===== src/rtl/cpu_addressing_mode_unit_assert.svh =====
// Assertion macros for the 6502 addressing mode unit.
// Depends on nothing; included by the modules that check their own logic.
`ifndef CPU_ADDRESSING_MODE_UNIT_ASSERT_SVH
`define CPU_ADDRESSING_MODE_UNIT_ASSERT_SVH

`ifndef SYNTHESIS
// Checked on the rising clock edge, skipped while reset is asserted.
`define CAM_ASSERT(lbl, clk, rst_n, prop) \
	lbl: assert property (@(posedge clk) disable iff (!rst_n) prop) \
		else $error("cam assertion failed");
// Checked on every rising clock edge, during reset too.
`define CAM_ASSERT_ALWAYS(lbl, clk, prop) \
	lbl: assert property (@(posedge clk) prop) \
		else $error("cam assertion failed");
`else
`define CAM_ASSERT(lbl, clk, rst_n, prop)
`define CAM_ASSERT_ALWAYS(lbl, clk, prop)
`endif

`endif


===== src/rtl/cam_pkg.sv =====
// Shared codes and types for the 6502 addressing mode unit.
// No dependencies.
package cam_pkg;

	// operation codes
	localparam logic OP_START = 1'b0;
	localparam logic OP_READ  = 1'b1;

	// addressing modes
	localparam logic [3:0] MODE_IMM  = 4'd0;
	localparam logic [3:0] MODE_ZP   = 4'd1;
	localparam logic [3:0] MODE_ZPX  = 4'd2;
	localparam logic [3:0] MODE_ZPY  = 4'd3;
	localparam logic [3:0] MODE_ABS  = 4'd4;
	localparam logic [3:0] MODE_ABSX = 4'd5;
	localparam logic [3:0] MODE_ABSY = 4'd6;
	localparam logic [3:0] MODE_IND  = 4'd7;
	localparam logic [3:0] MODE_INDX = 4'd8;
	localparam logic [3:0] MODE_INDY = 4'd9;

	// result kinds
	localparam logic KIND_READ_REQ = 1'b0;
	localparam logic KIND_ADDR     = 1'b1;

	// pointer fetch phases
	localparam logic [1:0] PH_IDLE      = 2'd0;
	localparam logic [1:0] PH_WAIT_LOW  = 2'd1;
	localparam logic [1:0] PH_WAIT_HIGH = 2'd2;

	typedef struct packed {
		logic        kind;
		logic [15:0] address;
		logic [15:0] next_pc;
		logic        extra_cycle;
		logic        protocol_error;
	} res_t;

endpackage


===== src/rtl/cpu_addressing_mode_unit.sv =====
// 6502 effective-address unit: ten addressing modes, pointer fetch sequencing.
// Each accepted item's result is registered in the output register.
// Throughput: one item per cycle; in_ready is high while the output register
// is empty or being drained, so a held result stalls the input in that cycle.
// Reset (arst_n low, asynchronous): pointer phase idle, no result pending.
// Depends on cam_pkg and cpu_addressing_mode_unit_assert.svh.
`include "cpu_addressing_mode_unit_assert.svh"

module cpu_addressing_mode_unit (
	input  logic        clk,
	input  logic        arst_n,
	// input channel
	input  logic        in_valid,
	output logic        in_ready,
	input  logic        operation,
	input  logic [3:0]  mode,
	input  logic [7:0]  operand_low,
	input  logic [7:0]  operand_high,
	input  logic [7:0]  index_x,
	input  logic [7:0]  index_y,
	input  logic [15:0] pc,
	input  logic        always_penalty,
	input  logic [7:0]  read_data,
	// result channel
	output logic        out_valid,
	input  logic        out_ready,
	output logic        kind,
	output logic [15:0] address,
	output logic [15:0] next_pc,
	output logic        extra_cycle,
	output logic        protocol_error
);

	// Pointer fetch state. Only phase_q needs a reset; the saved fields are
	// always written on the start item before any read data can use them.
	logic [1:0]  phase_q;
	logic [3:0]  pend_mode_q;
	logic [15:0] ptr_addr_q;
	logic [7:0]  low_byte_q;
	logic [7:0]  saved_y_q;
	logic        saved_pen_q;
	logic [15:0] saved_npc_q;

	// Result register
	logic         res_valid_q;
	cam_pkg::res_t res_q;

	logic          in_acc;
	cam_pkg::res_t res_d;
	logic [1:0]    phase_d;
	logic          start_ptr;   // start item that opens a pointer fetch
	logic [15:0]   start_ptr_addr;
	logic [15:0]   start_npc;
	logic          take_low;

	// Operand-derived values
	logic [15:0] pc1, pc2, abs_addr;
	logic [7:0]  zp_x, zp_y;
	logic [15:0] absx_sum, absy_sum;
	logic        absx_extra, absy_extra;
	// Completion of (zp),Y and plain pointer modes
	logic [15:0] ptr_base, indy_sum;
	logic        indy_extra;
	logic [15:0] ptr_next;

	assign in_ready = !res_valid_q || out_ready;
	assign in_acc   = in_valid && in_ready;

	assign pc1      = pc + 16'd1;
	assign pc2      = pc + 16'd2;
	assign abs_addr = {operand_high, operand_low};
	assign zp_x     = operand_low + index_x;   // wraps inside page zero
	assign zp_y     = operand_low + index_y;

	// Indexed absolute: page cross when the high byte changes
	assign absx_sum   = abs_addr + {8'h00, index_x};
	assign absy_sum   = abs_addr + {8'h00, index_y};
	assign absx_extra = (absx_sum[15:8] != abs_addr[15:8]) || always_penalty;
	assign absy_extra = (absy_sum[15:8] != abs_addr[15:8]) || always_penalty;

	assign ptr_base   = {read_data, low_byte_q};
	assign indy_sum   = ptr_base + {8'h00, saved_y_q};
	assign indy_extra = (indy_sum[15:8] != ptr_base[15:8]) || saved_pen_q;

	// High pointer byte stays within the pointer's page
	assign ptr_next = {ptr_addr_q[15:8], ptr_addr_q[7:0] + 8'd1};

	always_comb begin
		res_d          = '{kind: cam_pkg::KIND_ADDR, address: 16'h0000,
		                   next_pc: 16'h0000, extra_cycle: 1'b0,
		                   protocol_error: 1'b0};
		phase_d        = phase_q;
		start_ptr      = 1'b0;
		start_ptr_addr = abs_addr;
		start_npc      = pc1;
		take_low       = 1'b0;
		priority if (operation == cam_pkg::OP_START && phase_q != cam_pkg::PH_IDLE) begin
			// start while a pointer fetch is open: reject, keep state
			res_d.protocol_error = 1'b1;
		end else if (operation == cam_pkg::OP_START) begin
			unique case (mode)
				cam_pkg::MODE_IMM: begin
					res_d.address = pc;
					res_d.next_pc = pc1;
				end
				cam_pkg::MODE_ZP: begin
					res_d.address = {8'h00, operand_low};
					res_d.next_pc = pc1;
				end
				cam_pkg::MODE_ZPX: begin
					res_d.address     = {8'h00, zp_x};
					res_d.next_pc     = pc1;
					res_d.extra_cycle = 1'b1;
				end
				cam_pkg::MODE_ZPY: begin
					res_d.address     = {8'h00, zp_y};
					res_d.next_pc     = pc1;
					res_d.extra_cycle = 1'b1;
				end
				cam_pkg::MODE_ABS: begin
					res_d.address = abs_addr;
					res_d.next_pc = pc2;
				end
				cam_pkg::MODE_ABSX: begin
					res_d.address     = absx_sum;
					res_d.next_pc     = pc2;
					res_d.extra_cycle = absx_extra;
				end
				cam_pkg::MODE_ABSY: begin
					res_d.address     = absy_sum;
					res_d.next_pc     = pc2;
					res_d.extra_cycle = absy_extra;
				end
				cam_pkg::MODE_IND: begin
					start_ptr      = 1'b1;
					start_ptr_addr = abs_addr;
					start_npc      = pc2;
				end
				cam_pkg::MODE_INDX: begin
					start_ptr      = 1'b1;
					start_ptr_addr = {8'h00, zp_x};
					start_npc      = pc1;
				end
				cam_pkg::MODE_INDY: begin
					start_ptr      = 1'b1;
					start_ptr_addr = {8'h00, operand_low};
					start_npc      = pc1;
				end
				default: begin
					// unknown mode: nothing started
					res_d.next_pc        = pc;
					res_d.protocol_error = 1'b1;
				end
			endcase
			if (start_ptr) begin
				// request the pointer low byte
				res_d.kind    = cam_pkg::KIND_READ_REQ;
				res_d.address = start_ptr_addr;
				res_d.next_pc = start_npc;
				phase_d       = cam_pkg::PH_WAIT_LOW;
			end
		end else if (phase_q == cam_pkg::PH_WAIT_LOW) begin
			// low byte back: request the high byte
			take_low      = 1'b1;
			res_d.kind    = cam_pkg::KIND_READ_REQ;
			res_d.address = ptr_next;
			res_d.next_pc = saved_npc_q;
			phase_d       = cam_pkg::PH_WAIT_HIGH;
		end else if (phase_q == cam_pkg::PH_WAIT_HIGH) begin
			res_d.next_pc = saved_npc_q;
			phase_d       = cam_pkg::PH_IDLE;
			if (pend_mode_q == cam_pkg::MODE_INDY) begin
				res_d.address     = indy_sum;
				res_d.extra_cycle = indy_extra;
			end else begin
				res_d.address     = ptr_base;
				res_d.extra_cycle = (pend_mode_q == cam_pkg::MODE_INDX);
			end
		end else begin
			// read data with no fetch open
			res_d.protocol_error = 1'b1;
		end
	end

	always_ff @(posedge clk or negedge arst_n) begin
		if (!arst_n) begin
			phase_q     <= cam_pkg::PH_IDLE;
			res_valid_q <= 1'b0;
		end else begin
			if (in_acc) begin
				phase_q     <= phase_d;
				res_valid_q <= 1'b1;
			end else if (out_ready) begin
				res_valid_q <= 1'b0;
			end
		end
	end

	always_ff @(posedge clk) begin
		if (in_acc) begin
			res_q <= res_d;
			if (start_ptr) begin
				pend_mode_q <= mode;
				ptr_addr_q  <= start_ptr_addr;
				saved_y_q   <= index_y;
				saved_pen_q <= always_penalty;
				saved_npc_q <= start_npc;
			end
			if (take_low) begin
				low_byte_q <= read_data;
				ptr_addr_q <= ptr_next;
			end
		end
	end

	assign out_valid      = res_valid_q;
	assign kind           = res_q.kind;
	assign address        = res_q.address;
	assign next_pc        = res_q.next_pc;
	assign extra_cycle    = res_q.extra_cycle;
	assign protocol_error = res_q.protocol_error;

	// An accepted indirect start from idle opens the low-byte wait
	`CAM_ASSERT(a_ptr_open, clk, arst_n, (in_acc && operation == cam_pkg::OP_START && phase_q == cam_pkg::PH_IDLE && (mode == cam_pkg::MODE_IND || mode == cam_pkg::MODE_INDX || mode == cam_pkg::MODE_INDY)) |=> (phase_q == cam_pkg::PH_WAIT_LOW && kind == cam_pkg::KIND_READ_REQ))
	// The high byte closes the fetch with an address result
	`CAM_ASSERT(a_ptr_close, clk, arst_n, (in_acc && operation == cam_pkg::OP_READ && phase_q == cam_pkg::PH_WAIT_HIGH) |=> (phase_q == cam_pkg::PH_IDLE && kind == cam_pkg::KIND_ADDR && !protocol_error))
	// Read requests never carry an error or an extra cycle
	`CAM_ASSERT(a_req_clean, clk, arst_n, (out_valid && kind == cam_pkg::KIND_READ_REQ) |-> (!extra_cycle && !protocol_error))
	// The pointer phase only ever holds one of its three codes
	`CAM_ASSERT(a_phase_legal, clk, arst_n, (phase_q == cam_pkg::PH_IDLE || phase_q == cam_pkg::PH_WAIT_LOW || phase_q == cam_pkg::PH_WAIT_HIGH))
	// The pointer phase stays idle and no result is pending through reset
	`CAM_ASSERT_ALWAYS(a_rst_idle, clk, !arst_n |-> (phase_q == cam_pkg::PH_IDLE && !out_valid))

endmodule

===== config.mk =====
export PLATFORM = sky130hd
export DESIGN_NAME = cpu_addressing_mode_unit
export DESIGN_NICKNAME = d
export VERILOG_FILES = /design/src/rtl/cam_pkg.sv /design/src/rtl/cpu_addressing_mode_unit.sv
export VERILOG_INCLUDE_DIRS = /design/src /design/src/rtl
export SDC_FILE = /design/constraint.sdc
export NUM_CORES = 1
export LEC_CHECK = 0
export BUFFER_PORTS_ARGS = -buffer_cell sky130_fd_sc_hd__buf_2
export CORE_MARGIN = 5
export CORE_UTILIZATION = 47
export CTS_CLUSTER_SIZE = 25
export DETAILED_ROUTE_END_ITERATION = 8
export GPL_TIMING_DRIVEN = 0
export PLACE_DENSITY = 0.74
export SLEW_MARGIN = 20
export SYNTH_ARGS = -nofsm -noshare
export SYNTH_HDL_FRONTEND = slang
export SYNTH_SLANG_ARGS = --single-unit

===== constraint.sdc =====
create_clock -name clk -period 9.7 [get_ports clk]
set_clock_uncertainty 0.2 [all_clocks]
set_input_delay 0 -clock clk [delete_from_list [all_inputs] [get_ports clk]]
set_output_delay 0 -clock clk [all_outputs]
set_load 0.01 [all_outputs]

==> After elaboration in Yosys (flattened, before gate mapping) <==
Cells that the tools add are included.
{ "totals": {"register_bits": 91, "inputBits": 66, "latch_bits": 0, "mem_bits_ro": 0, "ram_bits": 0, "n_memories": 0} }
{ "op_classes": {"magnitude_cmp": 0, "bitwise": 3, "addsub": 8, "reduce_logical": 22, "shifts": 0, "eq_ne": 17, "n_div": 0, "n_mux": 35, "multipliers": 0} }
{ "ops": {"columns": ["op", "n"], "rows": [
  ["one-hot mux 16 bit (7 select lines)", 1],
  ["2-to-1 mux 16 bit", 6],
  ["2-to-1 mux 33 bit", 2],
  ["adder 16 x 8 -> 16 bit", 3],
  ["one-hot mux 16 bit (3 select lines)", 1],
  ["2-to-1 mux 35 bit", 1],
  ["2-to-1 mux 32 bit", 1],
  ["one-hot mux 16 bit (2 select lines)", 1],
  ["!= test 8 bit", 3],
  ["adder 16 x 1 -> 16 bit (second input constant)", 1],
  ["adder 16 x 2 -> 16 bit (second input constant)", 1],
  ["adder 8 bit", 2],
  ["equality test 4 x 3 -> 1 bit (second input constant)", 4],
  ["equality test 4 bit (second input constant)", 4],
  ["2-to-1 mux 8 bit", 2],
  ["2-to-1 mux 1 bit", 14],
  ["2-to-1 mux 2 bit", 5],
  ["OR reduction 10 bit", 1],
  ["adder 8 x 1 -> 8 bit (second input constant)", 1],
  ["equality test 4 x 2 -> 1 bit (second input constant)", 2],
  ["nonzero test 2 bit", 4],
  ["AND reduction 2 bit", 3],
  ["OR reduction 3 bit", 2],
  ["equality test 4 x 1 -> 1 bit (second input constant)", 1],
  ["13 further kinds", 19]
]} }

==> Logic depth before layout (Yosys ltp) <==
{ "depth": {"ltp_word": 9, "depth_mapped": 9} }

==> Worst setup path after synthesis <==
Ideal clock, no wire load.
{ "synth_timing": {"kind": "register -> register", "start": "register phase_q[0]", "end": "register ptr_addr_q[0], enable pin", "setup_time_ns": 0.330, "arrival_ns": 3.401, "stages_incl_launch_ff": 7, "period_less_slack_ns": 3.931, "slack_ns": 5.769, "n_path_buf": 1, "cell_sequence": "dfrtp_1 > inv_1 > ha_1 > nand2b_1 > buf_2 > nor3_1 > or2_1"} }
{ "synth_via": {"elab_chain_cells": 6, "elab_cells_between_ends": 9, "cone_classes": "1 x eq/ne; 4 x mux; 4 x reduce/logical"} }
{ "synth_lines": {"columns": ["item", "line", "text"], "rows": [
  ["start: declaration", "cpu_addressing_mode_unit.sv:36", "logic [1:0] phase_q;"],
  ["start signal: assignment", "cpu_addressing_mode_unit.sv:187", "phase_q <= cam_pkg::PH_IDLE;"],
  ["start signal: assignment", "cpu_addressing_mode_unit.sv:191", "phase_q <= phase_d;"],
  ["equality test 2 x 1 -> 1 bit", "cpu_addressing_mode_unit.sv:162", "end else if (phase_q == cam_pkg::PH_WAIT_LOW) begin"],
  ["2-to-1 mux 1 bit", "cpu_addressing_mode_unit.sv:162", null],
  ["2-to-1 mux 1 bit", "cpu_addressing_mode_unit.sv:100", "end else if (operation == cam_pkg::OP_START) begin"],
  ["2-to-1 mux 1 bit", "cpu_addressing_mode_unit.sv:97", "priority if (operation == cam_pkg::OP_START && phase_q != cam_pkg::PH_IDLE) begin"],
  ["nonzero test 2 bit (no line) (*)", null, null],
  ["AND reduction 2 bit (no line) (*)", null, null],
  ["end signal: assignment", "cpu_addressing_mode_unit.sv:204", "ptr_addr_q <= start_ptr_addr;"],
  ["end signal: assignment", "cpu_addressing_mode_unit.sv:211", "ptr_addr_q <= ptr_next;"],
  ["end: declaration", "cpu_addressing_mode_unit.sv:38", "logic [15:0] ptr_addr_q;"]
]} }
Mark *: on every way between the ends. The rest lies on a longest branch, timed or not.
A chain may end at the register's enable or synchronous reset.

==> Worst setup path in the final report <==
{ "layout_timing": {"start": "input operand_low[0]", "end": "register res_q (netlist bit extra_cycle) (data pin)"} }
{ "layout_via": {"elab_chain_cells": 5, "elab_cells_between_ends": 8, "cone_classes": "2 x add/sub; 2 x eq/ne; 2 x mux; 2 x reduce/logical"} }
{ "layout_lines": {"columns": ["item", "line", "text"], "rows": [
  ["start: declaration", "cpu_addressing_mode_unit.sv:17", "input logic [7:0] operand_low,"],
  ["adder 16 x 8 -> 16 bit (on tied branches)", "cpu_addressing_mode_unit.sv:77, cpu_addressing_mode_unit.sv:76", null],
  ["!= test 8 bit (on tied branches)", "cpu_addressing_mode_unit.sv:79, cpu_addressing_mode_unit.sv:78", null],
  ["logical OR 1 bit (on tied branches)", "cpu_addressing_mode_unit.sv:79, cpu_addressing_mode_unit.sv:78", null],
  ["one-hot mux 1 bit (3 select lines) (*)", "cpu_addressing_mode_unit.sv:101", "unique case (mode)"],
  ["2-to-1 mux 35 bit (*)", "cpu_addressing_mode_unit.sv:100", null],
  ["end signal: assignment", "cpu_addressing_mode_unit.sv:201", "res_q <= res_d;"],
  ["end: declaration", "cpu_addressing_mode_unit.sv:46", "cam_pkg::res_t res_q;"]
]} }
Marks and branches as above.

==> results.yml <==
clocking:
  cts_setup_buffers: 0
  numCtsBuffers: 9
  htreeDepth: 3
  ctsLongestPathBuffers: 2
  cts_root_buf: "clkbuf_16"
  cts_num_sinks: 91
  clk_pin_slew_ps: 70
  cts_repair_resize_count: 0
  worst_skew_pair.late_latency_ps: 360
  cts_tree: "yes"
sta:
  slew_headroom: 0.359
  period_share: 0.326
  worst_pin_slew_ps: 957
  max_freq_mhz: 316
  final_hold_viol_count: 0
  finalSetupTns_ps: 0
  finalHoldWorstSlack_ps: 21.0
  drv_slew: 0
  rsz0062_at_grt: "no"
  setup_slack_ps: 6540
  setup_viol: 0
  min_period_ps: 3160
pwr:
  p_comb_frac: 0.248
  p_clk_frac: 0.340
  intPower_uw: 786
  vdd_drop_max_uv: 88.7
  p_sw_frac: 0.296
  powerDensity_nw_per_um2: 128
  fin_total_pwr_uw: 1120
  switchingPower_uw: 331
  p_seq_frac: 0.412
  p_leak_uw: 0.00325
final_layout:
  final_nets: 1028
  diodes: 0
  fin_area_um2: 8730
  final_common_cell: "buf_2"
  seq_area_um2: 2720
  fillers: 1303
  drive_gt1_frac: 0.174
  syn_to_final_growth_pct: 22.7
  layout_common_cells: "buf_2 (111), edfxtp_1 (88), nand2_1 (85)"
  multi_input_area_um2: 4120
critical_path:
  slowest_delay_ps: 570
  cp_slowest_cell: "a211oi_1"
  crit_buf_inv: 3
  rr_worst_depth: 8
  r2r_end: "address[10]"
  critPathKind: "in2reg"
  reg2reg_slack_ps: 6700
  cp_data_arrival_time_ps: 3090
  required_ps: 9620
  start_kind: "input pin"
  cp_cell_sequence: "dlygate4sd3_1 -> buf_2 -> ha_1 -> inv_1 -> fa_1 -> nand2b_1 -> a211oi_1 -> nor2_1 -> nand2_1 -> a211oi_1 -> o41ai_1"
  cp_top_family: "compound AO/OA/AOI/OAI gates"
  timing.rr.start: "low_byte_q[0]"
  path_max_fanout: 5
  crit_top_cell: "a211oi_1"
  end_kind: "flip-flop"
floorplanning:
  core_region_area_um2: 15000
  pin_count: 103
  die_h_um: 133
  row_count: 45
  start_util: 0.473
  die-width_um: 133
  dieArea_um2: 17700
yosys:
  synth_edf_count: 88
  syn_inst: 766
  synth_top_area_share: 0.371
  yosys_register_bits: 91
  syn_avg_cell_area_um2: 9.29
  synth.distinct_cells: 84
  synth_area_um2: 7110
  syn_nets: 865
  synthTopCellsByArea: "edfxtp_1 (37%), ha_1 (5.3%), nand2_1 (4.5%)"
  yosysWarnings: 0
  async_flop_share: 0.0330
  ys.flop_type: "edfxtp_1"
  synth_largest_area_cell: "edfxtp_1"
  yosysSeqAreaShare: 0.382
min_path:
  whs_path_depth: 4
  hp-class: "in2reg"
  min-delay-start: "operand_low[6]"
  min_delay_worst_endpoint: "ptr_addr_q[6]"
global_routing:
  grt_usage: 0.263
  antenna_found_initial: 0
  grt_overflow: 0
  grt_pass1_vias: 6547
  grt_first_pass_wirelength_um: 36400
  grt_max_degree: 27
flow_run:
  maxCapViolCount: 0
drt:
  vias: 6918
  wirelength_um: 23600
  final_antenna_net_count: 0
  wl_per_cell_um: 21.1
  drc_errors: 0
  drt_iter0_drc: 900
  drt_pass1_iterations: 7
  vias_per_cell: 6.17
place:
  place_area_um2: 7870
  portBuffers: 93
  place_worst_setup_slack_ps: 6730
  dp_hpwl_um: 17600
  routabilityCongestion: 0.997
run_status:
  outcome: "completed"
registers in the layout, indices dropped and copies added, names as in the netlist:
name,count
next_pc,16
saved_pen_q,1
saved_npc_q,16
low_byte_q,8
kind,1
saved_y_q,8
ptr_addr_q,16
phase_q,2
pend_mode_q,4
out_valid,1
extra_cycle,1
address,16
protocol_error,1
timing repair:
| action | 4_1_cts | 5_1_grt |
|---|---|---|
| setup endpoints to repair | 0 | 0 |
| endpoints found under the hold margin | 69 | 0 |
| hold buffers | 55 | 0 |
routing by layer:
metal	track usage	wire (um)
met3	0.0445	2180
met4	0.0872	582
met5	0	0
met2	0.412	10600
met1	0.371	10200
logic make-up after synthesis:
logic type	share of synthesized area
simple gates	0.190
flops	0.382
mux	0.0202
fa+ha+maj	0.0626
xor+xnor	0.0751
buf+inv	0.0401
compound gates	0.230
worst min-delay path, cell delays in order:
cell	delay [ps]
buf_2	150
nand2_1	70
o311a_1	160
a21oi_1	40
cell usage after synthesis, types with 13 or more instances:
master,number
edfxtp_1,88
nand2_1,85
nor2_1,51
a21oi_1,43
o21ai_1,38
xnor2_1,36
ha_1,30
o21ai_0,27
xor2_1,25
nand3_1,23
nor3_1,23
buf_2,18
clkbuf_1,18
inv_1,15
nand2b_1,13
o211ai_1,13
metrics by stage:
step,util,cells
2_1_floorplan,-,766
4_1_cts,0.581,1121
6_report,0.581,1121
5_1_grt,0.581,1121
3_5_place_dp,0.524,1051
3_3_place_gp,0.520,1047
worst max path at each step:
stage | startpoint | slack [ps] | to | cells past startpoint
2_1_floorplan | phase_q[0] | 5770 | ptr_addr_q[0] | 6
3_3_place_gp | phase_q[0] | 4200 | ptr_addr_q[5] | 6
3_5_place_dp | low_byte_q[0] | 6730 | address[10] | 8
4_1_cts | operand_low[0] | 6600 | address[14] | 11
5_1_grt | operand_low[0] | 6330 | address[8] | 11
6_report | operand_low[0] | 6540 | extra_cycle | 11
area by class of cell:
cell class / instances / share of cell area
Buffer: 45 / 0.0254
Clock buffer: 11 / 0.0267
Clock inverter: 4 / 0.00874
Inverter: 17 / 0.00731
Multi-Input combinational cell: 613 / 0.472
Sequential cell: 91 / 0.311
Tap cell: 188 / 0.0269
Timing Repair Buffer: 152 / 0.122
power groups by stage:
stage	clock [uW]	sequential [uW]	combinational [uW]
finish	380	460	277
global route	397	462	300
CTS	383	460	272
detailed placement	0	468	252
global placement	0	468	249
floorplan	0	475	155
Note: power is estimated with default switching activity, not from simulation.
